## src/mexp_pkg.sv

```systemverilog
package mexp_pkg;

  localparam int MOD_W = 31;
  localparam int IN_W  = 32;
  localparam int STEPS_MAX = (IN_W > MOD_W) ? IN_W : MOD_W;
  localparam int CNT_W = $clog2(STEPS_MAX);

  // configuration register indexes
  localparam logic REG_MODULUS  = 1'b0;
  localparam logic REG_EXPONENT = 1'b1;

  // control from the sequencer to the serial units
  typedef struct packed {
    logic load;
    logic step;
  } mexp_ctl_t;

endpackage

```

## src/modular_exponentiation.sv

```systemverilog
// channel   ports                                       transaction
// input     start, busy, in_base[31:0]                  start & !busy
// result    out_valid, out_power_result[30:0]           out_valid, one cycle
// config    cfg_we, cfg_addr, cfg_wdata[30:0]           cfg_we, 0 modulus, 1 exponent
//
// Per item: a remainder pass, one step per input bit, and a setup step; then
// per exponent bit up to the highest set bit a check, 31 serial multiply steps
// and an update. Square and multiply run side by side on two units.
// Modulus 0 answers 0 in the cycle after start, with no pass. out_valid is not held.
// Reset is synchronous; registers read modulus 1, exponent 0. Result stays until the next.
module modular_exponentiation import mexp_pkg::*; (
  input  logic             clk,
  input  logic             rst_n,
  input  logic             start,
  output logic             busy,
  input  logic [IN_W-1:0]  in_base,
  output logic             out_valid,
  output logic [MOD_W-1:0] out_power_result,
  input  logic             cfg_we,
  input  logic             cfg_addr,
  input  logic [MOD_W-1:0] cfg_wdata
);

  localparam logic [2:0] ST_IDLE  = 3'd0;
  localparam logic [2:0] ST_RED   = 3'd1;
  localparam logic [2:0] ST_SETUP = 3'd2;
  localparam logic [2:0] ST_CHK   = 3'd3;
  localparam logic [2:0] ST_MUL   = 3'd4;
  localparam logic [2:0] ST_UPD   = 3'd5;

  logic [2:0]       st_r, st_nxt;
  logic [CNT_W-1:0] cnt_r, cnt_nxt;
  logic [MOD_W-1:0] modulus_r, modulus_nxt;
  logic [MOD_W-1:0] exponent_r, exponent_nxt;
  logic [MOD_W-1:0] e_r, e_nxt;
  logic [MOD_W-1:0] res_r, res_nxt;
  logic [MOD_W-1:0] p_r, p_nxt;
  logic             out_valid_r, out_valid_nxt;
  logic [MOD_W-1:0] out_res_r, out_res_nxt;
  mexp_ctl_t        red_ctl, mul_ctl;
  logic [MOD_W-1:0] rem;
  logic [MOD_W-1:0] prod_res, prod_sq;
  logic             accept;

  assign accept = start && (st_r == ST_IDLE);

  mexp_reduce u_reduce (
    .clk     (clk),
    .ctl     (red_ctl),
    .base    (in_base),
    .modulus (modulus_r),
    .rem     (rem)
  );

  mexp_mulmod u_mul_res (
    .clk     (clk),
    .ctl     (mul_ctl),
    .mul_a   (res_r),
    .mul_b   (p_r),
    .modulus (modulus_r),
    .product (prod_res)
  );

  mexp_mulmod u_mul_sq (
    .clk     (clk),
    .ctl     (mul_ctl),
    .mul_a   (p_r),
    .mul_b   (p_r),
    .modulus (modulus_r),
    .product (prod_sq)
  );

  always_comb begin
    modulus_nxt  = modulus_r;
    exponent_nxt = exponent_r;
    if (cfg_we) begin
      case (cfg_addr)
        REG_MODULUS:  modulus_nxt  = cfg_wdata;
        REG_EXPONENT: exponent_nxt = cfg_wdata;
        default: ;
      endcase
    end
  end

  always_comb begin
    st_nxt        = st_r;
    cnt_nxt       = cnt_r;
    e_nxt         = e_r;
    res_nxt       = res_r;
    p_nxt         = p_r;
    out_valid_nxt = 1'b0;
    out_res_nxt   = out_res_r;
    red_ctl       = '0;
    mul_ctl       = '0;
    case (st_r)
      ST_IDLE: begin
        if (accept) begin
          if (modulus_r == '0) begin
            out_valid_nxt = 1'b1;
            out_res_nxt   = '0;
          end else begin
            red_ctl.load = 1'b1;
            cnt_nxt      = '0;
            st_nxt       = ST_RED;
          end
        end
      end
      ST_RED: begin
        red_ctl.step = 1'b1;
        cnt_nxt      = cnt_r + 1'b1;
        if (cnt_r == CNT_W'(IN_W - 1)) begin
          st_nxt = ST_SETUP;
        end
      end
      ST_SETUP: begin
        p_nxt   = rem;
        res_nxt = MOD_W'(1);
        e_nxt   = exponent_r;
        st_nxt  = ST_CHK;
      end
      ST_CHK: begin
        if (e_r == '0) begin
          out_valid_nxt = 1'b1;
          out_res_nxt   = res_r;
          st_nxt        = ST_IDLE;
        end else begin
          mul_ctl.load = 1'b1;
          cnt_nxt      = '0;
          st_nxt       = ST_MUL;
        end
      end
      ST_MUL: begin
        mul_ctl.step = 1'b1;
        cnt_nxt      = cnt_r + 1'b1;
        if (cnt_r == CNT_W'(MOD_W - 1)) begin
          st_nxt = ST_UPD;
        end
      end
      ST_UPD: begin
        if (e_r[0]) begin
          res_nxt = prod_res;
        end
        p_nxt  = prod_sq;
        e_nxt  = {1'b0, e_r[MOD_W-1:1]};
        st_nxt = ST_CHK;
      end
      default: begin
        st_nxt = ST_IDLE;
      end
    endcase
  end

  always_ff @(posedge clk) begin
    if (!rst_n) begin
      st_r        <= ST_IDLE;
      cnt_r       <= '0;
      out_valid_r <= 1'b0;
      modulus_r   <= MOD_W'(1);
      exponent_r  <= '0;
    end else begin
      st_r        <= st_nxt;
      cnt_r       <= cnt_nxt;
      out_valid_r <= out_valid_nxt;
      modulus_r   <= modulus_nxt;
      exponent_r  <= exponent_nxt;
    end
  end

  always_ff @(posedge clk) begin
    e_r       <= e_nxt;
    res_r     <= res_nxt;
    p_r       <= p_nxt;
    out_res_r <= out_res_nxt;
  end

  assign busy             = (st_r != ST_IDLE);
  assign out_valid        = out_valid_r;
  assign out_power_result = out_res_r;

  // result strobe only once the sequencer is back at rest
  a_out_idle: assert property (@(posedge clk) disable iff (!rst_n)
    out_valid_r |-> (st_r == ST_IDLE))
    else $error("result strobe while sequencer active");

  // multiply pass only runs with exponent bits left
  a_mul_exp: assert property (@(posedge clk) disable iff (!rst_n)
    (st_r == ST_MUL) |-> (e_r != '0))
    else $error("multiply pass with exhausted exponent");

  a_upd_after_mul: assert property (@(posedge clk) disable iff (!rst_n)
    (st_r == ST_UPD) |-> ($past(st_r) == ST_MUL) && ($past(cnt_r) == CNT_W'(MOD_W - 1)))
    else $error("update without full multiply pass");

  a_red_len: assert property (@(posedge clk) disable iff (!rst_n)
    (st_r == ST_SETUP) |-> ($past(cnt_r) == CNT_W'(IN_W - 1)))
    else $error("remainder pass cut short");

endmodule

```

## src/mexp_reduce.sv

```systemverilog
// Restoring remainder, one dividend bit per step, MSB first.
module mexp_reduce import mexp_pkg::*; (
  input  logic             clk,
  input  mexp_ctl_t        ctl,
  input  logic [IN_W-1:0]  base,
  input  logic [MOD_W-1:0] modulus,
  output logic [MOD_W-1:0] rem
);

  logic [IN_W-1:0]  sh_r, sh_nxt;
  logic [MOD_W-1:0] rem_r, rem_nxt;
  logic [MOD_W:0]   trial;

  always_comb begin
    trial   = {rem_r, sh_r[IN_W-1]};
    sh_nxt  = sh_r;
    rem_nxt = rem_r;
    if (ctl.load) begin
      sh_nxt  = base;
      rem_nxt = '0;
    end else if (ctl.step) begin
      sh_nxt = {sh_r[IN_W-2:0], 1'b0};
      if (trial >= {1'b0, modulus}) begin
        rem_nxt = MOD_W'(trial - {1'b0, modulus});
      end else begin
        rem_nxt = trial[MOD_W-1:0];
      end
    end
  end

  always_ff @(posedge clk) begin
    sh_r  <= sh_nxt;
    rem_r <= rem_nxt;
  end

  assign rem = rem_r;

endmodule

```

## src/mexp_mulmod.sv

```systemverilog
// Bit-serial modular multiply: acc = 2*acc + bit*a, reduced each step.
// With acc < m and a <= m the sum stays below 3m, so one of three candidates fits.
module mexp_mulmod import mexp_pkg::*; (
  input  logic             clk,
  input  mexp_ctl_t        ctl,
  input  logic [MOD_W-1:0] mul_a,
  input  logic [MOD_W-1:0] mul_b,
  input  logic [MOD_W-1:0] modulus,
  output logic [MOD_W-1:0] product
);

  logic [MOD_W-1:0] a_r, a_nxt;
  logic [MOD_W-1:0] b_r, b_nxt;
  logic [MOD_W-1:0] acc_r, acc_nxt;
  logic [MOD_W+1:0] sum;
  logic [MOD_W+1:0] m1;
  logic [MOD_W+1:0] m2;

  always_comb begin
    m1  = {2'b00, modulus};
    m2  = {1'b0, modulus, 1'b0};
    sum = {1'b0, acc_r, 1'b0} + (b_r[MOD_W-1] ? {2'b00, a_r} : '0);
    a_nxt   = a_r;
    b_nxt   = b_r;
    acc_nxt = acc_r;
    if (ctl.load) begin
      a_nxt   = mul_a;
      b_nxt   = mul_b;
      acc_nxt = '0;
    end else if (ctl.step) begin
      b_nxt = {b_r[MOD_W-2:0], 1'b0};
      if (sum >= m2) begin
        acc_nxt = MOD_W'(sum - m2);
      end else if (sum >= m1) begin
        acc_nxt = MOD_W'(sum - m1);
      end else begin
        acc_nxt = sum[MOD_W-1:0];
      end
    end
  end

  always_ff @(posedge clk) begin
    a_r   <= a_nxt;
    b_r   <= b_nxt;
    acc_r <= acc_nxt;
  end

  assign product = acc_r;

endmodule
```

## config.mk

```make
export PLATFORM = sky130hd
export DESIGN_NAME = modular_exponentiation
export DESIGN_NICKNAME = d
export VERILOG_FILES = /design/src/mexp_pkg.sv /design/src/modular_exponentiation.sv /design/src/mexp_reduce.sv /design/src/mexp_mulmod.sv
export SDC_FILE = /design/constraint.sdc
export NUM_CORES = 1
export LEC_CHECK = 0
export ABC_CLOCK_PERIOD_IN_PS = 5200
export BUFFER_PORTS_ARGS = -buffer_cell sky130_fd_sc_hd__buf_2
export CAP_MARGIN = 20
export CORE_MARGIN = 5
export CORE_UTILIZATION = 30
export CTS_CLUSTER_DIAMETER = 100
export CTS_CLUSTER_SIZE = 40
export DETAILED_ROUTE_END_ITERATION = 10
export GPL_ROUTABILITY_DRIVEN = 0
export PLACE_DENSITY_LB_ADDON = 0.2
export SLEW_MARGIN = 5
export SYNTH_ARGS = -nofsm -noshare
export SYNTH_HDL_FRONTEND = slang
export SYNTH_SLANG_ARGS = --single-unit
```

## constraint.sdc

```tcl
create_clock -name clk -period 5.2 [get_ports clk]
set_clock_uncertainty 0.2 [all_clocks]
set_input_delay 1.04 -clock clk [delete_from_list [all_inputs] [get_ports clk]]
set_output_delay 1.04 -clock clk [all_outputs]
set_load 0.01 [all_outputs]
```

==> impl_metrics.tcl <==
set metrics [dict create \
    layout-area-overhead-vs-synth_pct 25.43 \
    cts_inserted_buffers 25 \
    worst_skew_pair_latency_ns 0.66 \
    grt_antenna_before_repair 3 \
    drc 0 \
    grt_pass1_vias 23980 \
    finish.utilization_pct 37.92 \
    max-vdd-ir-drop_mv 0.2812 \
    clock-root-buffer "clkbuf_16" \
    synth.ff_latch_count 413 \
    fin_total_pwr_mw 13.27 \
    clock-sinks 413 \
    syn_area_um2 27710 \
    antennaDiodeCount 0 \
    first_drt_pass_iteration_count 5 \
    cts.htree.levels 1 \
    violations "negative setup slack" \
    max_fclk_mhz 171.4 \
    hold_viol 0 \
    layout-drive-gt1-share_pct 23.06 \
    synth_sequential_area_ratio_pct 38.83 \
    report.final.setup_viol 62 \
    multi_input_area_um2 16680 \
    drt_wl_total_um 91560 \
    tritoncts "done" \
    route.detailed.vias_per_inst 5.069 \
    dp_hpwl_um 68460 \
    ctsHoldBuffers 0 \
    finish.net_count 3856 \
    hold_path_class "register to register" \
    first_pass_grt_wire_length_um 141300 \
    cap_violations 0 \
    crit_path_max_incr_delay_ns 0.46 \
    worstPathArrival_ns 6.19 \
    cts.reportedPaths.clkPinSlew_ns 0.14 \
    tightestPinTransition_ns 1.065 \
    min_cycle_time_layout_ns 5.833 \
    vias 24170 \
    cts_buffer_depth 3 \
    syn_inst 3066 \
    top_layer_used "met4" \
    die_area_um2 98540 \
    dr_wl_met3_um 3824 \
    core_box_area_um2 91660 \
    critical_path_peak_fanout 27 \
    timing.critical_path.buf_inv 3 \
    status "finished with violations" \
    worst-setup-path-type "register to register" \
    cp-end-kind "register" \
    floorplan.initialDensity_pct 30.23 \
    total_nets_after_synthesis 3359 \
    largest_net_degree_at_the_start_of_global_routing 67 \
    mostFrequentLayoutCells "524 x nand2_1, 476 x buf_4, 249 x edfxtp_1" \
    cp-start-kind "register" \
    layout.cells.most_common "nand2_1" \
    master_of_the_slowest_instance_on_the_critical_path "edfxtp_1" \
    fillers 9447 \
    leakagePower_nw 14.96 \
    met1_length_um 43990 \
    track_usage_pct 18.02 \
    boundaryPins 101 \
    area.sequential_um2 10760 \
    grt.overflow.total 0 \
    postSynth.topFlopCell "edfxtp_1" \
    ant_nets 0 \
    post_detailed_route_wirelength_per_cell_um 19.20 \
    worst_ep_required_time_ns 5.56 \
    grt_setup_unrepaired "true" \
    synth_warn 0 \
    placement_rows 111 \
    worst_slew_margin_rel_pct 28.71 \
    final-max-slew-violation-count 0 \
    synth_enable_flop_cells 249 \
    fp.dieH_um 313.9 \
    numPortBuffers 100 \
    timing.critical_path.max_delay_family "compound AO/OA/AOI/OAI gates" \
    fin_ws_ns -0.6331 \
    drt_first_iter_violations 1715 \
    post_synth_arst_share_pct 0 \
    dr_wl_met2_um 41740 \
    power-per-cell-area_nw_per_um2 381.9 \
    period_utilisation_layout_pct 112.2 \
    mean_syn_cell_area_um2 9.038 \
    chipWidth_um 313.9 \
    synth.distinct_cells 87 \
]
## where the power goes
group / switching (mW) / internal [mW] / leakage [nW] / total [mW]
registers: 0.208 / 3.69 / 3.64 / 3.90
logic: 3.50 / 3.33 / 10.8 / 6.83
clock network: 1.49 / 1.05 / 0.482 / 2.54
## metal layers
metal	vias to the layer above	track usage, %
met3	70	2.241
met2	402	30.04
li1	12140	-
met4	0	3.501
met5	-	0
met1	11550	25.35
## synth_stat cells (28+ instances only)
| cell type | n | area (um^2) |
|---|---|---|
| edfxtp_1 | 249 | 7477 |
| a21oi_1 | 215 | 1076 |
| clkbuf_1 | 105 | 394.1 |
| mux2i_1 | 53 | 530.5 |
| nand2_1 | 530 | 1989 |
| ha_1 | 218 | 2728 |
| a21o_1 | 104 | 780.8 |
| nor2_1 | 112 | 420.4 |
| nand4_1 | 31 | 193.9 |
| o21a_1 | 35 | 262.8 |
| mux2_2 | 40 | 450.4 |
| inv_1 | 93 | 349.1 |
| xnor2_1 | 114 | 998.5 |
| and3_1 | 64 | 400.4 |
| o21bai_1 | 34 | 255.2 |
| o21ai_0 | 177 | 885.9 |
| nor3_1 | 38 | 190.2 |
| a31oi_1 | 28 | 175.2 |
| xor2_1 | 57 | 499.2 |
| dfxtp_1 | 164 | 3283 |
| nand3_1 | 78 | 390.4 |
| a21boi_0 | 69 | 518.0 |
| a211oi_1 | 33 | 247.7 |
| and2_1 | 111 | 694.4 |
## timing repair
action	in CTS	in global routing
setup endpoints to repair	62	62
buffers inserted	15	10
resized for setup	65	47
pin swaps	16	10
gates cloned	3	0
## area by class of cell
class	instances	area share (%)
Clock buffer	26	1.811
Timing Repair Buffer	596	12.78
Tap cell	1186	4.270
Inverter	94	1.022
Sequential cell	413	30.96
Clock inverter	20	1.159
Multi-Input combinational cell	2433	48.00
## registers in the layout, summed over array words and instances, names as in the netlist, 5 cells and up
signal             count
u_reduce.rem          31
u_mul_sq.b_r          30
u_mul_res.a_r         31
out_power_result      31
cnt_r                  5
p_r                   31
exponent_r            31
modulus_r             31
u_reduce.sh_r         32
u_mul_res.product     31
e_r                   31
u_mul_sq.a_r          31
u_mul_sq.product      31
res_r                 31
## path summary, 6_finish.rpt
path	startpoint	endpoint	slack, ns	cells past startpoint
min	res_r[28]$_SDFFCE_PN0P_	u_mul_res.a_r[28]$_DFFE_PP_	0.25	0
min reg2reg	res_r[28]$_SDFFCE_PN0P_	u_mul_res.a_r[28]$_DFFE_PP_	0.25	0
max reg2reg	u_mul_sq.b_r[30]$_DFFE_PN_	u_mul_res.product[7]$_SDFFE_PP0P_	-0.63	26
max	u_mul_sq.b_r[30]$_DFFE_PN_	u_mul_res.product[7]$_SDFFE_PP0P_	-0.63	26
## cell families (layout without fill, tap and decap cells)
logic type | Yosys count | in the layout | synth area share [%]
AND/OR/NAND/NOR | 1078 | 1078 | 18.19
AO/OA/AOI/OAI | 866 | 866 | 20.53
buffers and inverters | 220 | 736 | 3.152
XOR/XNOR | 171 | 171 | 5.405
adder cells (fa/ha/maj) | 225 | 225 | 10.35
flip-flops | 413 | 413 | 38.83
multiplexers | 93 | 93 | 3.540
## through the flow
| step | worst slack, ns | cell area, um^2 | hold WS [ns] | TNS [ns] | std cells |
|---|---|---|---|---|---|
| 6_report | -0.6331 | 34750 | 0.2486 | -30.43 | 4768 |
| 5_1_grt | -0.9379 | 34750 | 0.2476 | -49.21 | 4768 |
| 4_1_cts | -0.6079 | 34480 | 0.2380 | -30.30 | 4758 |
| 3_5_place_dp | -0.9064 | 32960 | 0.2240 | -37.82 | 4694 |
| 3_3_place_gp | -0.9579 | 32960 | 0.2222 | -38.43 | 4694 |
| 2_1_floorplan | -0.1136 | 27870 | 0.2174 | -1.802 | 3066 |
Power figures use the tool's default switching activity.
